[config.mk]
export PLATFORM = sky130hd
export DESIGN_NAME = bplru_ctrl
export DESIGN_NICKNAME = d
export VERILOG_FILES = /design/src/hw/rtl/bplru_pkg.sv /design/src/hw/rtl/bplru_ctrl.sv
export SDC_FILE = /design/constraint.sdc
export NUM_CORES = 1
export LEC_CHECK = 0
export BUFFER_PORTS_ARGS = -buffer_cell sky130_fd_sc_hd__buf_2
export CORE_AREA = 2 2 39 41
export DETAILED_ROUTE_END_ITERATION = 8
export DIE_AREA = 0 0 41 43
export PLACE_DENSITY = 0.67
export SYNTH_ARGS = -nofsm -noshare
export SYNTH_HDL_FRONTEND = slang
export SYNTH_SLANG_ARGS = --single-unit
[constraint.sdc]
create_clock -name clk -period 2 [get_ports clk]
set_input_delay 0 -clock clk [delete_from_list [all_inputs] [get_ports clk]]
set_output_delay 0 -clock clk [all_outputs]
set_load 0.02 [all_outputs]
[src/hw/rtl/bplru_pkg.sv]
// Shared types, constants and link helpers for the buffer pool LRU pin manager.
// Used by bplru_ctrl, bplru_dp and buffer_pool_lru_pin_manager; no dependencies.
package bplru_pkg;

	localparam int SLOTS  = 64;
	localparam int IDX_W  = $clog2(SLOTS);
	localparam int LINK_W = IDX_W + 1;
	localparam int FILE_W = 16;
	localparam int PAGE_W = 32;
	localparam int PIN_W  = 16;
	localparam int SLOT_OUT_W = 6;

	typedef logic [IDX_W-1:0]  idx_t;
	typedef logic [LINK_W-1:0] link_t;
	typedef logic [IDX_W:0]    cnt_t;
	typedef logic [PIN_W-1:0]  pin_t;

	localparam link_t NIL       = {LINK_W{1'b1}};
	localparam cnt_t  SLOTS_CNT = cnt_t'(SLOTS);
	localparam pin_t  PIN_MAX   = {PIN_W{1'b1}};

	typedef enum logic [1:0] {
		OP_GET   = 2'd0,
		OP_DIRTY = 2'd1,
		OP_UNPIN = 2'd2,
		OP_FORCE = 2'd3
	} op_t;

	typedef enum logic [3:0] {
		ST_IDLE,
		ST_SCAN,
		ST_RD,
		ST_EVAL,
		ST_WALK,
		ST_WALK_EV,
		ST_DET,
		ST_LNK,
		ST_HEAD,
		ST_DONE
	} state_t;

	typedef enum logic [3:0] {
		CMD_NONE,
		CMD_START,
		CMD_SCAN,
		CMD_HIT_GET,
		CMD_HIT_DIRTY,
		CMD_HIT_UNPIN,
		CMD_HIT_FORCE,
		CMD_TAKE_FREE,
		CMD_WALK_NEXT,
		CMD_EVICT,
		CMD_NOBUF,
		CMD_DET,
		CMD_LNK,
		CMD_HEAD
	} cmd_t;

	typedef struct packed {
		logic scan_hit;
		logic scan_miss;
		op_t  op;
		logic hit;
		logic free_ok;
		logic tgt_ok;
		logic walk_end;
		logic pin_zero;
		logic unpin_zero;
	} dp_status_t;

	function automatic logic link_ok(link_t l);
		return int'(l) < SLOTS;
	endfunction

	function automatic link_t next_init(idx_t i);
		if (int'(i) + 1 < SLOTS) begin
			return link_t'(int'(i) + 1);
		end
		return NIL;
	endfunction

	function automatic link_t prev_init(idx_t i);
		if (int'(i) == 0) begin
			return NIL;
		end
		return link_t'(int'(i) - 1);
	endfunction

endpackage

[src/hw/rtl/bplru_ctrl.sv]
// Sequencer for the buffer pool manager: scan, victim walk and list relinking.
// Depends on bplru_pkg; drives bplru_dp by one command per cycle.
module bplru_ctrl
	import bplru_pkg::*;
(
	input  logic       clk,
	input  logic       arst_n,
	input  logic       start,
	input  dp_status_t sts,
	output cmd_t       cmd,
	output logic       busy,
	output logic       done
);

	state_t state_q, state_d;

	always_ff @(posedge clk or negedge arst_n) begin
		if (!arst_n) begin
			state_q <= ST_IDLE;
		end else begin
			state_q <= state_d;
		end
	end

	always_comb begin
		state_d = state_q;
		cmd     = CMD_NONE;
		case (state_q)
			ST_IDLE: begin
				if (start) begin
					cmd     = CMD_START;
					state_d = ST_SCAN;
				end
			end
			ST_SCAN: begin
				cmd = CMD_SCAN;
				if (sts.scan_hit) begin
					state_d = ST_RD;
				end else if (sts.scan_miss) begin
					if (sts.op != OP_GET) begin
						state_d = ST_DONE;
					end else if (sts.free_ok) begin
						state_d = ST_RD;
					end else begin
						state_d = ST_WALK;
					end
				end
			end
			ST_RD: begin
				state_d = ST_EVAL;
			end
			ST_EVAL: begin
				if (sts.hit) begin
					case (sts.op)
						OP_GET: begin
							cmd     = CMD_HIT_GET;
							state_d = ST_DET;
						end
						OP_DIRTY: begin
							cmd     = CMD_HIT_DIRTY;
							state_d = ST_DET;
						end
						OP_UNPIN: begin
							cmd     = CMD_HIT_UNPIN;
							state_d = sts.unpin_zero ? ST_DET : ST_DONE;
						end
						default: begin
							cmd     = CMD_HIT_FORCE;
							state_d = ST_DONE;
						end
					endcase
				end else begin
					// free slot is on the free list, not the LRU list: link it straight in at the head
					cmd     = CMD_TAKE_FREE;
					state_d = ST_LNK;
				end
			end
			ST_WALK: begin
				if (!sts.tgt_ok || sts.walk_end) begin
					cmd     = CMD_NOBUF;
					state_d = ST_DONE;
				end else begin
					state_d = ST_WALK_EV;
				end
			end
			ST_WALK_EV: begin
				if (sts.pin_zero) begin
					cmd     = CMD_EVICT;
					state_d = ST_DET;
				end else begin
					cmd     = CMD_WALK_NEXT;
					state_d = ST_WALK;
				end
			end
			ST_DET: begin
				cmd     = CMD_DET;
				state_d = ST_LNK;
			end
			ST_LNK: begin
				cmd     = CMD_LNK;
				state_d = ST_HEAD;
			end
			ST_HEAD: begin
				cmd     = CMD_HEAD;
				state_d = ST_DONE;
			end
			ST_DONE: begin
				state_d = ST_IDLE;
			end
			default: begin
				state_d = ST_IDLE;
			end
		endcase
	end

	assign busy = (state_q != ST_IDLE);
	assign done = (state_q == ST_DONE);

endmodule

==> results.json, run 1 <==
{
  "outcome": "finished, final reports clean",
  "die_height_um": 43,
  "largest_register_ffs": 4,
  "combPwrFrac": 0.662,
  "synth_nets": 94,
  "worstSetupStartpointType": "flip-flop",
  "rsz0062_at_grt": "no",
  "postSynthCellCount": 76,
  "end_kind": "flip-flop",
  "grt_max_degree": 16,
  "hold_viol": 0,
  "use_met3": 0.0681,
  "layout_min_cycle_time_ps": 1640,
  "cts_tree": "yes",
  "rr_startpoint": "state_q[1]",
  "start_util": 0.392,
  "die_area_um2": 1760,
  "gp_congestion": 0.789,
  "crit_arrival_ps": 1750,
  "reg_top3": "state_q: 4 flops",
  "cp_max_fo": 10,
  "fmax_ghz": 0.609,
  "grtUsageTotal": 0.203,
  "fin_crit_sh": 0.821,
  "syn2layout_area_growth_pct": 22.6,
  "grt_pass1_wl_um": 2370,
  "final_nets": 115,
  "cpMaxStageDelayCell": "dfrtp_1",
  "fin_area_um2": 666,
  "post_cts_resized": 0,
  "drv_slew": 0,
  "ir_drop_v": 0.000478,
  "max-cap-violations": 0,
  "p_sw_mw": 0.429,
  "netSwitchingFraction": 0.509,
  "cpLargestDelayFamily": "simple AND/OR/NAND/NOR gates",
  "ios": 19,
  "cts.path.max_buffers": 2,
  "yosysSeqAreaShare": 0.184,
  "cp_slowest_stage_delay_ps": 460,
  "synth.most_common_cell": "nor2_1",
  "timing.critical_path.cells": "nand2b_4 > or4_4 > o221ai_1 > a31oi_1",
  "hpwl_um": 1060,
  "route.detailed.drc": 0,
  "htree_levels": 1,
  "avgSynthCellArea_um2": 7.15,
  "wirelength_um": 1330,
  "synth_top_area_frac": 0.184,
  "startpoint": "state_q[1]",
  "synth_edf_count": 0,
  "tightest_slew_ps": 343,
  "intPower_mw": 0.414,
  "antenna_left": 0,
  "worstSetupPathType": "flip-flop to flip-flop",
  "num_rows": 14,
  "power.clock.fraction": 0.126,
  "grt_pass1_vias": 586,
  "power.static_leakage_nw": 0.331,
  "portBuffers": 18,
  "top_register": "state_q",
  "grt-ovfl-total": 0,
  "vias": 593,
  "dieWidth_um": 41,
  "avgViaCountPerCell": 5.34,
  "synthFlopType": "dfrtp_1",
  "powerDensity_nw_per_um2": 1270,
  "synth_common_cells": "9 x nor2_1, 7 x a21oi_1, 7 x inv_1",
  "slew_headroom": 0.772,
  "synth_cell_types": 29,
  "drive_gt1_frac": 0.284,
  "yosys_warnings": 0,
  "dpl-instance-area_um2": 633,
  "netlist_area_um2": 543,
  "grt-busiest-layer": "met2",
  "p_seq_frac": 0.213,
  "drt-initial-drc-count": 16,
  "crit_required_ps": 2110,
  "clk_latency_ps": 240,
  "drt_pre_antenna_iters": 5,
  "ys_ff_latch": 4,
  "routedWlPerCell_um": 12.0,
  "setup_tns_ps": 0,
  "setup_violations": 0,
  "hold_slack_ps": 90.9,
  "grtUsageMet2": 0.319,
  "clkTransAtPathRegs_ps": 40,
  "final.setup_skew_ps": 2.17,
  "async_flop_share": 1.00,
  "hold_class": "input pin to async pin",
  "antenna_found_initial": 0,
  "cts_made_buffers": 3,
  "num_antenna_cells": 0,
  "clock_sinks": 4,
  "core-area_um2": 1380,
  "synth_area_leaders": "dfrtp_1 18%, ha_1 12%, a21oi_1 6.5%",
  "cts-root-buf": "clkbuf_4",
  "yosys.area.top_type": "dfrtp_1",
  "grt_use_met1": 0.218,
  "path_buf_inv": 0
}
metal layers:
metal  up-vias  share of wire
li1        310              -
met3         6          0.059
met1       254           0.40
met5         -              0
met4         0          0.022
met2        23           0.52
worst paths after layout:
check	end	slack, ps	cells after the start
min in group clk	state_q[2]	90	3
max in group asynchronous	state_q[1]	1790	2
min reg2reg	state_q[2]	710	3
max	state_q[3]	360	4
max reg2reg	state_q[3]	360	4
min	state_q[0]	90	2
through the flow:
step                power [mW]  utilization  setup WS [ps]  cells
floorplan                0.617            -            481     76
global placement         0.733        0.458            420    107
detailed placement       0.731        0.458            380    107
CTS                      0.847        0.481            373    111
global route             0.929        0.481            288    111
finish                   0.843        0.481            358    111
what timing repair did:
item / 4_1_cts / 5_1_grt
endpoints found under the hold margin: 4 / 0
hold buffers: 1 / 0
buffers inserted: 0 / 0
cell families after synthesis:
family                     Yosys count  share of synthesized area
adders and majority gates            5                      0.115
buffers and inverters               11                     0.0991
and+or+nand+nor                     30                      0.290
DFF                                  4                      0.184
AOI/OAI and AO/OA                   26                      0.311
power groups by stage:
stage	sequential, mW	combinational [mW]	clock (mW)
2_1_floorplan	0.131	0.486	0
3_3_place_gp	0.176	0.557	0
3_5_place_dp	0.177	0.554	0
4_1_cts	0.178	0.561	0.108
5_1_grt	0.187	0.628	0.115
6_report	0.179	0.558	0.106
area by class of cell:
class	instances	area, um2
clock buffer	3	22.5
fill	142	718
inverter	7	26.3
multi-input combinational	61	389
sequential	4	100
tap	16	20.0
timing repair buffer	20	108
layout by cell type, fill, tap and decap left out, drive strengths merged, types with 3 or more instances in the layout:
cell type,n
ha,5
a211oi,3
a21oi,8
buf,19
dfrtp,4
nor2,9
o21ai,6
clkbuf,3
nand2,6
nor3,4
inv,7
nor2b,3
Power figures use the tool's default switching activity.
==> run 2: changes to the inputs <==
- PLACE_DENSITY: 0.67 -> 0.7
- clock period: 2 -> 1.4 ns (I/O delays scaled with it)
==> results.json, run 2 (synthesis results as in run 1) <==
{
  "outcome": "complete, but fails checks",
  "violations": "setup timing",
  "worst_slack_ps": -64.4,
  "setup_violations": 5,
  "clock_sinks": 4,
  "top_register": "state_q",
  "final.setup_skew_ps": 5.18,
  "antenna_left": 0,
  "tightest_slew_ps": 421,
  "clk_latency_ps": 240,
  "die_area_um2": 1760,
  "crit_arrival_ps": 1570,
  "num_rows": 14,
  "r2r_slack_ps": -60,
  "hold_class": "input pin to async pin",
  "vias": 710,
  "slew_headroom": 0.719,
  "powerDensity_nw_per_um2": 2010,
  "hpwl_um": 1150,
  "grtUsageTotal": 0.212,
  "start_util": 0.392,
  "drt-initial-drc-count": 26,
  "drt_pre_antenna_iters": 4,
  "cts_tree": "yes",
  "final_nets": 133,
  "seq_area_um2": 101,
  "fin_crit_sh": 1.05,
  "worstSetupStartpointType": "flip-flop",
  "num_antenna_cells": 0,
  "portBuffers": 18,
  "ios": 19,
  "cts-root-buf": "clkbuf_4",
  "htree_levels": 1,
  "crit_required_ps": 1500,
  "grt_pass1_vias": 665,
  "cp_max_fo": 4,
  "layout_min_cycle_time_ps": 1460,
  "largest_register_ffs": 4,
  "final_cell_mix": "17 x buf_4, 13 x buf_2, 7 x inv_1, 7 x buf_6",
  "cp_slowest_stage_delay_ps": 460,
  "cts_made_buffers": 3,
  "drive_gt1_frac": 0.558,
  "dieWidth_um": 41,
  "combPwrFrac": 0.804,
  "gp_congestion": 0.823,
  "setup_tns_ps": -208,
  "ir_drop_v": 0.000841,
  "nFillCells": 112,
  "hold_viol": 0,
  "clkTransAtPathRegs_ps": 40,
  "drv_slew": 0,
  "grt-ovfl-total": 0,
  "die_height_um": 43,
  "power.clock.fraction": 0.078,
  "end_kind": "flip-flop",
  "rr_startpoint": "state_q[1]",
  "rsz0062_at_grt": "yes",
  "multi_input_area_um2": 473,
  "final_common_cell": "buf_4",
  "p_seq_frac": 0.118,
  "reg2reg_depth": 4,
  "p_sw_mw": 0.857,
  "cpMaxStageDelayCell": "or4_4",
  "cts.path.max_buffers": 2,
  "cpLargestDelayFamily": "simple AND/OR/NAND/NOR gates",
  "power_mw": 1.86,
  "max-cap-violations": 0,
  "hold_slack_ps": 91.4,
  "routedWlPerCell_um": 13.8,
  "avgViaCountPerCell": 5.50,
  "power.static_leakage_nw": 0.436,
  "worstSetupPathType": "flip-flop to flip-flop",
  "syn2layout_area_growth_pct": 70.3,
  "timing.critical_path.cells": "nand2b_4 > or4_4 > o221ai_4 > a21oi_2",
  "grt_pass1_wl_um": 2530,
  "intPower_mw": 1.00,
  "core-area_um2": 1380,
  "fmax_ghz": 0.683,
  "r2r_end": "state_q[1]",
  "antenna_found_initial": 0,
  "wirelength_um": 1780,
  "path_buf_inv": 0,
  "final_util": 0.668,
  "route.detailed.drc": 0,
  "netSwitchingFraction": 0.461,
  "grt_max_degree": 10,
  "reg_top3": "state_q: 4 flops"
}
## run 2: cell count changes in the layout (fill, tap and decap cells not counted), moves of 3 or more
cell | before | now
buf_4 | 1 | 17
buf_2 | 18 | 13
o21ai_1 | 0 | 3
a21oi_2 | 1 | 5
nor3_2 | 0 | 3
nor2_1 | 9 | 4
o21ai_0 | 6 | 3
buf_6 | 0 | 7
nor3_1 | 4 | 1
a21oi_1 | 7 | 3
nor2_2 | 0 | 4
## run 2: what timing repair did
item	CTS	global route
hold buffers	1	0
pin swaps	4	12
endpoints found under the setup margin	6	9
hold endpoints to repair	4	0
buffers inserted	7	1
resized for setup	14	21
## run 2: through the flow
stage / worst slack [ps] / instance area [um2] / std cells
after floorplan: -98.7 / 549 / 76
after global placement: -26.6 / 714 / 117
after detailed placement: -27.7 / 714 / 117
after CTS: -33.3 / 842 / 128
after global routing: -92.7 / 925 / 129
final: -64.4 / 925 / 129
## run 2: worst max path at each step
stage	startpoint	end	slack [ps]	cells after the start
after global routing	state_q[1]	state_q[1]	-90	4
after CTS	state_q[1]	state_q[1]	-30	4
after detailed placement	state_q[1]	state_q[3]	-30	4
after floorplan	state_q[1]	state_q[2]	-100	5
after global placement	state_q[1]	state_q[3]	-30	4
final	state_q[1]	state_q[1]	-60	4
## run 2: cell type report
| class | count | share of cell area |
|---|---|---|
| well taps | 16 | 0.0217 |
| multi-input cells | 61 | 0.512 |
| repair buffers | 38 | 0.304 |
| clock buffers | 3 | 0.0244 |
| flip-flops and latches | 4 | 0.110 |
| inverters | 7 | 0.0284 |
## run 2: worst register-to-register path, stage by stage (launching register included)
cell	delay, ps
dfrtp_1	380
nand2b_4	150
or4_4	460
o221ai_4	260
a21oi_2	80
## run 2: power by group through the flow
| stage | clock (mW) | sequential [mW] | combinational (mW) |
|---|---|---|---|
| global route | 0.156 | 0.220 | 1.59 |
| floorplan | 0 | 0.187 | 0.712 |
| detailed placement | 0 | 0.206 | 1.01 |
| CTS | 0.146 | 0.215 | 1.26 |
| finish | 0.145 | 0.219 | 1.50 |
| global placement | 0 | 0.203 | 1.00 |
## run 2: per-layer routing
layer	up-vias	wire (um)	global-route usage
li1	346	-	-
met1	345	724	0.202
met2	17	985	0.388
met3	2	56	0.0262
met4	0	11	0.127
met5	-	0	0
==> run 3: changes to the inputs <==
- BUFFER_PORTS_ARGS: -buffer_cell sky130_fd_sc_hd__buf_2 -> default
- DONT_BUFFER_PORTS: default -> 1
- PLACE_DENSITY: 0.7 -> default
==> results.json, run 3 (synthesis results as in run 1) <==
{
  "cts_made_buffers": 3,
  "hpwl_um": 1180,
  "final_cell_mix": "10 x buf_4, 7 x inv_1, 6 x a21oi_1",
  "cts-root-buf": "clkbuf_4",
  "worst_slack_ps": -50.8,
  "drive_gt1_frac": 0.376,
  "reg2reg_depth": 4,
  "power.static_leakage_nw": 0.346,
  "nFillCells": 128,
  "syn2layout_area_growth_pct": 47.0,
  "dpl-instance-area_um2": 624,
  "antenna_left": 0,
  "routedWlPerCell_um": 15.1,
  "die_height_um": 43,
  "num_rows": 14,
  "power_mw": 1.62,
  "num_antenna_cells": 0,
  "outcome": "complete, but fails checks",
  "clock_sinks": 4,
  "tightest_slew_ps": 291,
  "setup_violations": 4,
  "hold_slack_ps": 32.4,
  "gp_congestion": 0.811,
  "fin_area_um2": 798,
  "antenna_found_initial": 0,
  "powerDensity_nw_per_um2": 2030,
  "reg_top3": "state_q: 4 flops",
  "cp_max_fo": 4,
  "ios": 19,
  "cts.path.max_buffers": 2,
  "worstSetupStartpointType": "flip-flop",
  "pre_cts_ws_ps": -75.6,
  "end_kind": "flip-flop",
  "grt-ovfl-total": 0,
  "final.setup_skew_ps": 4.27,
  "final_nets": 113,
  "htree_levels": 1,
  "grt_pass1_wl_um": 2590,
  "r2r_end": "state_q[2]",
  "r2r_slack_ps": -50,
  "crit_arrival_ps": 1620,
  "largest_register_ffs": 4,
  "start_util": 0.392,
  "grtUsageTotal": 0.216,
  "worstSetupPathType": "flip-flop to flip-flop",
  "clkTransAtPathRegs_ps": 40,
  "drt_pre_antenna_iters": 4,
  "vias": 625,
  "crit_required_ps": 1570,
  "route.detailed.drc": 0,
  "drv_slew": 0,
  "grt_pass1_vias": 630,
  "clk_latency_ps": 250,
  "fin_crit_sh": 1.04,
  "dieWidth_um": 41,
  "hold_viol": 0,
  "layout_min_cycle_time_ps": 1450,
  "violations": "setup timing",
  "avgViaCountPerCell": 5.73,
  "core-area_um2": 1380,
  "top_register": "state_q",
  "slew_headroom": 0.803,
  "max-cap-violations": 0,
  "rsz0062_at_grt": "yes",
  "drt-initial-drc-count": 8,
  "startpoint": "state_q[1]",
  "grt_max_degree": 16,
  "ir_drop_v": 0.000775,
  "final_common_cell": "buf_4",
  "die_area_um2": 1760,
  "cp-endpoint": "state_q[2]",
  "cts_tree": "yes",
  "rr_startpoint": "state_q[1]",
  "wirelength_um": 1650,
  "fmax_ghz": 0.689,
  "portBuffers": 0,
  "hold_class": "input pin to async pin"
}
==> run 3: layout make-up <==
class                           instances  area, um2  area share
Timing Repair Buffer                   18        169       0.212
Clock buffer                            3       22.5      0.0282
Sequential cell                         4        101       0.127
Multi-Input combinational cell         61        459       0.575
Tap cell                               16       20.0      0.0251
Inverter                                7       26.3      0.0329
==> run 3: layer usage <==
layer	track usage	share of wire	vias to the layer above
met5	0	0	-
met4	0.147	0.050	0
met3	0.0366	0.044	10
met2	0.338	0.50	24
met1	0.252	0.40	285
li1	-	-	306
==> run 3: worst min path at each step <==
| stage | start | end | slack, ps |
|---|---|---|---|
| after global placement | arst_n | state_q[2] | -300 |
| after CTS | sts[8] | state_q[2] | 9 |
| after detailed placement | arst_n | state_q[2] | -300 |
| final | arst_n | state_q[3] | 30 |
| after floorplan | arst_n | state_q[0] | -300 |
| after global routing | sts[8] | state_q[2] | 40 |
==> run 3: metrics by stage <==
step           TNS (ps)  std cells  utilization
3_3_place_gp      -2.25         99        0.451
6_report          -97.8        109        0.577
4_1_cts            -137        106        0.524
3_5_place_dp       -101         99        0.451
5_1_grt            -482        109        0.577
2_1_floorplan      -227         76            -
==> run 3: worst max-delay path, stage by stage, from the launching register on <==
cell,delay (ps)
dfrtp_1,380
nand2b_4,150
or4_4,460
o31a_1,270
a21oi_2,130
==> run 3: where the power goes <==
part | switching, mW | leakage (nW) | internal (mW)
Clock | 0.0587 | 0.0138 | 0.0967
Combinational | 0.677 | 0.282 | 0.576
Sequential | 0.0478 | 0.0508 | 0.167
Total | 0.783 | 0.346 | 0.840
==> run 3: timing repair <==
action,in CTS,in global routing
gates resized for setup,10,10
pin swaps,5,6
endpoints found under the setup margin,6,9
buffers inserted,0,3
endpoints found under the hold margin,7,0
hold buffers,4,0
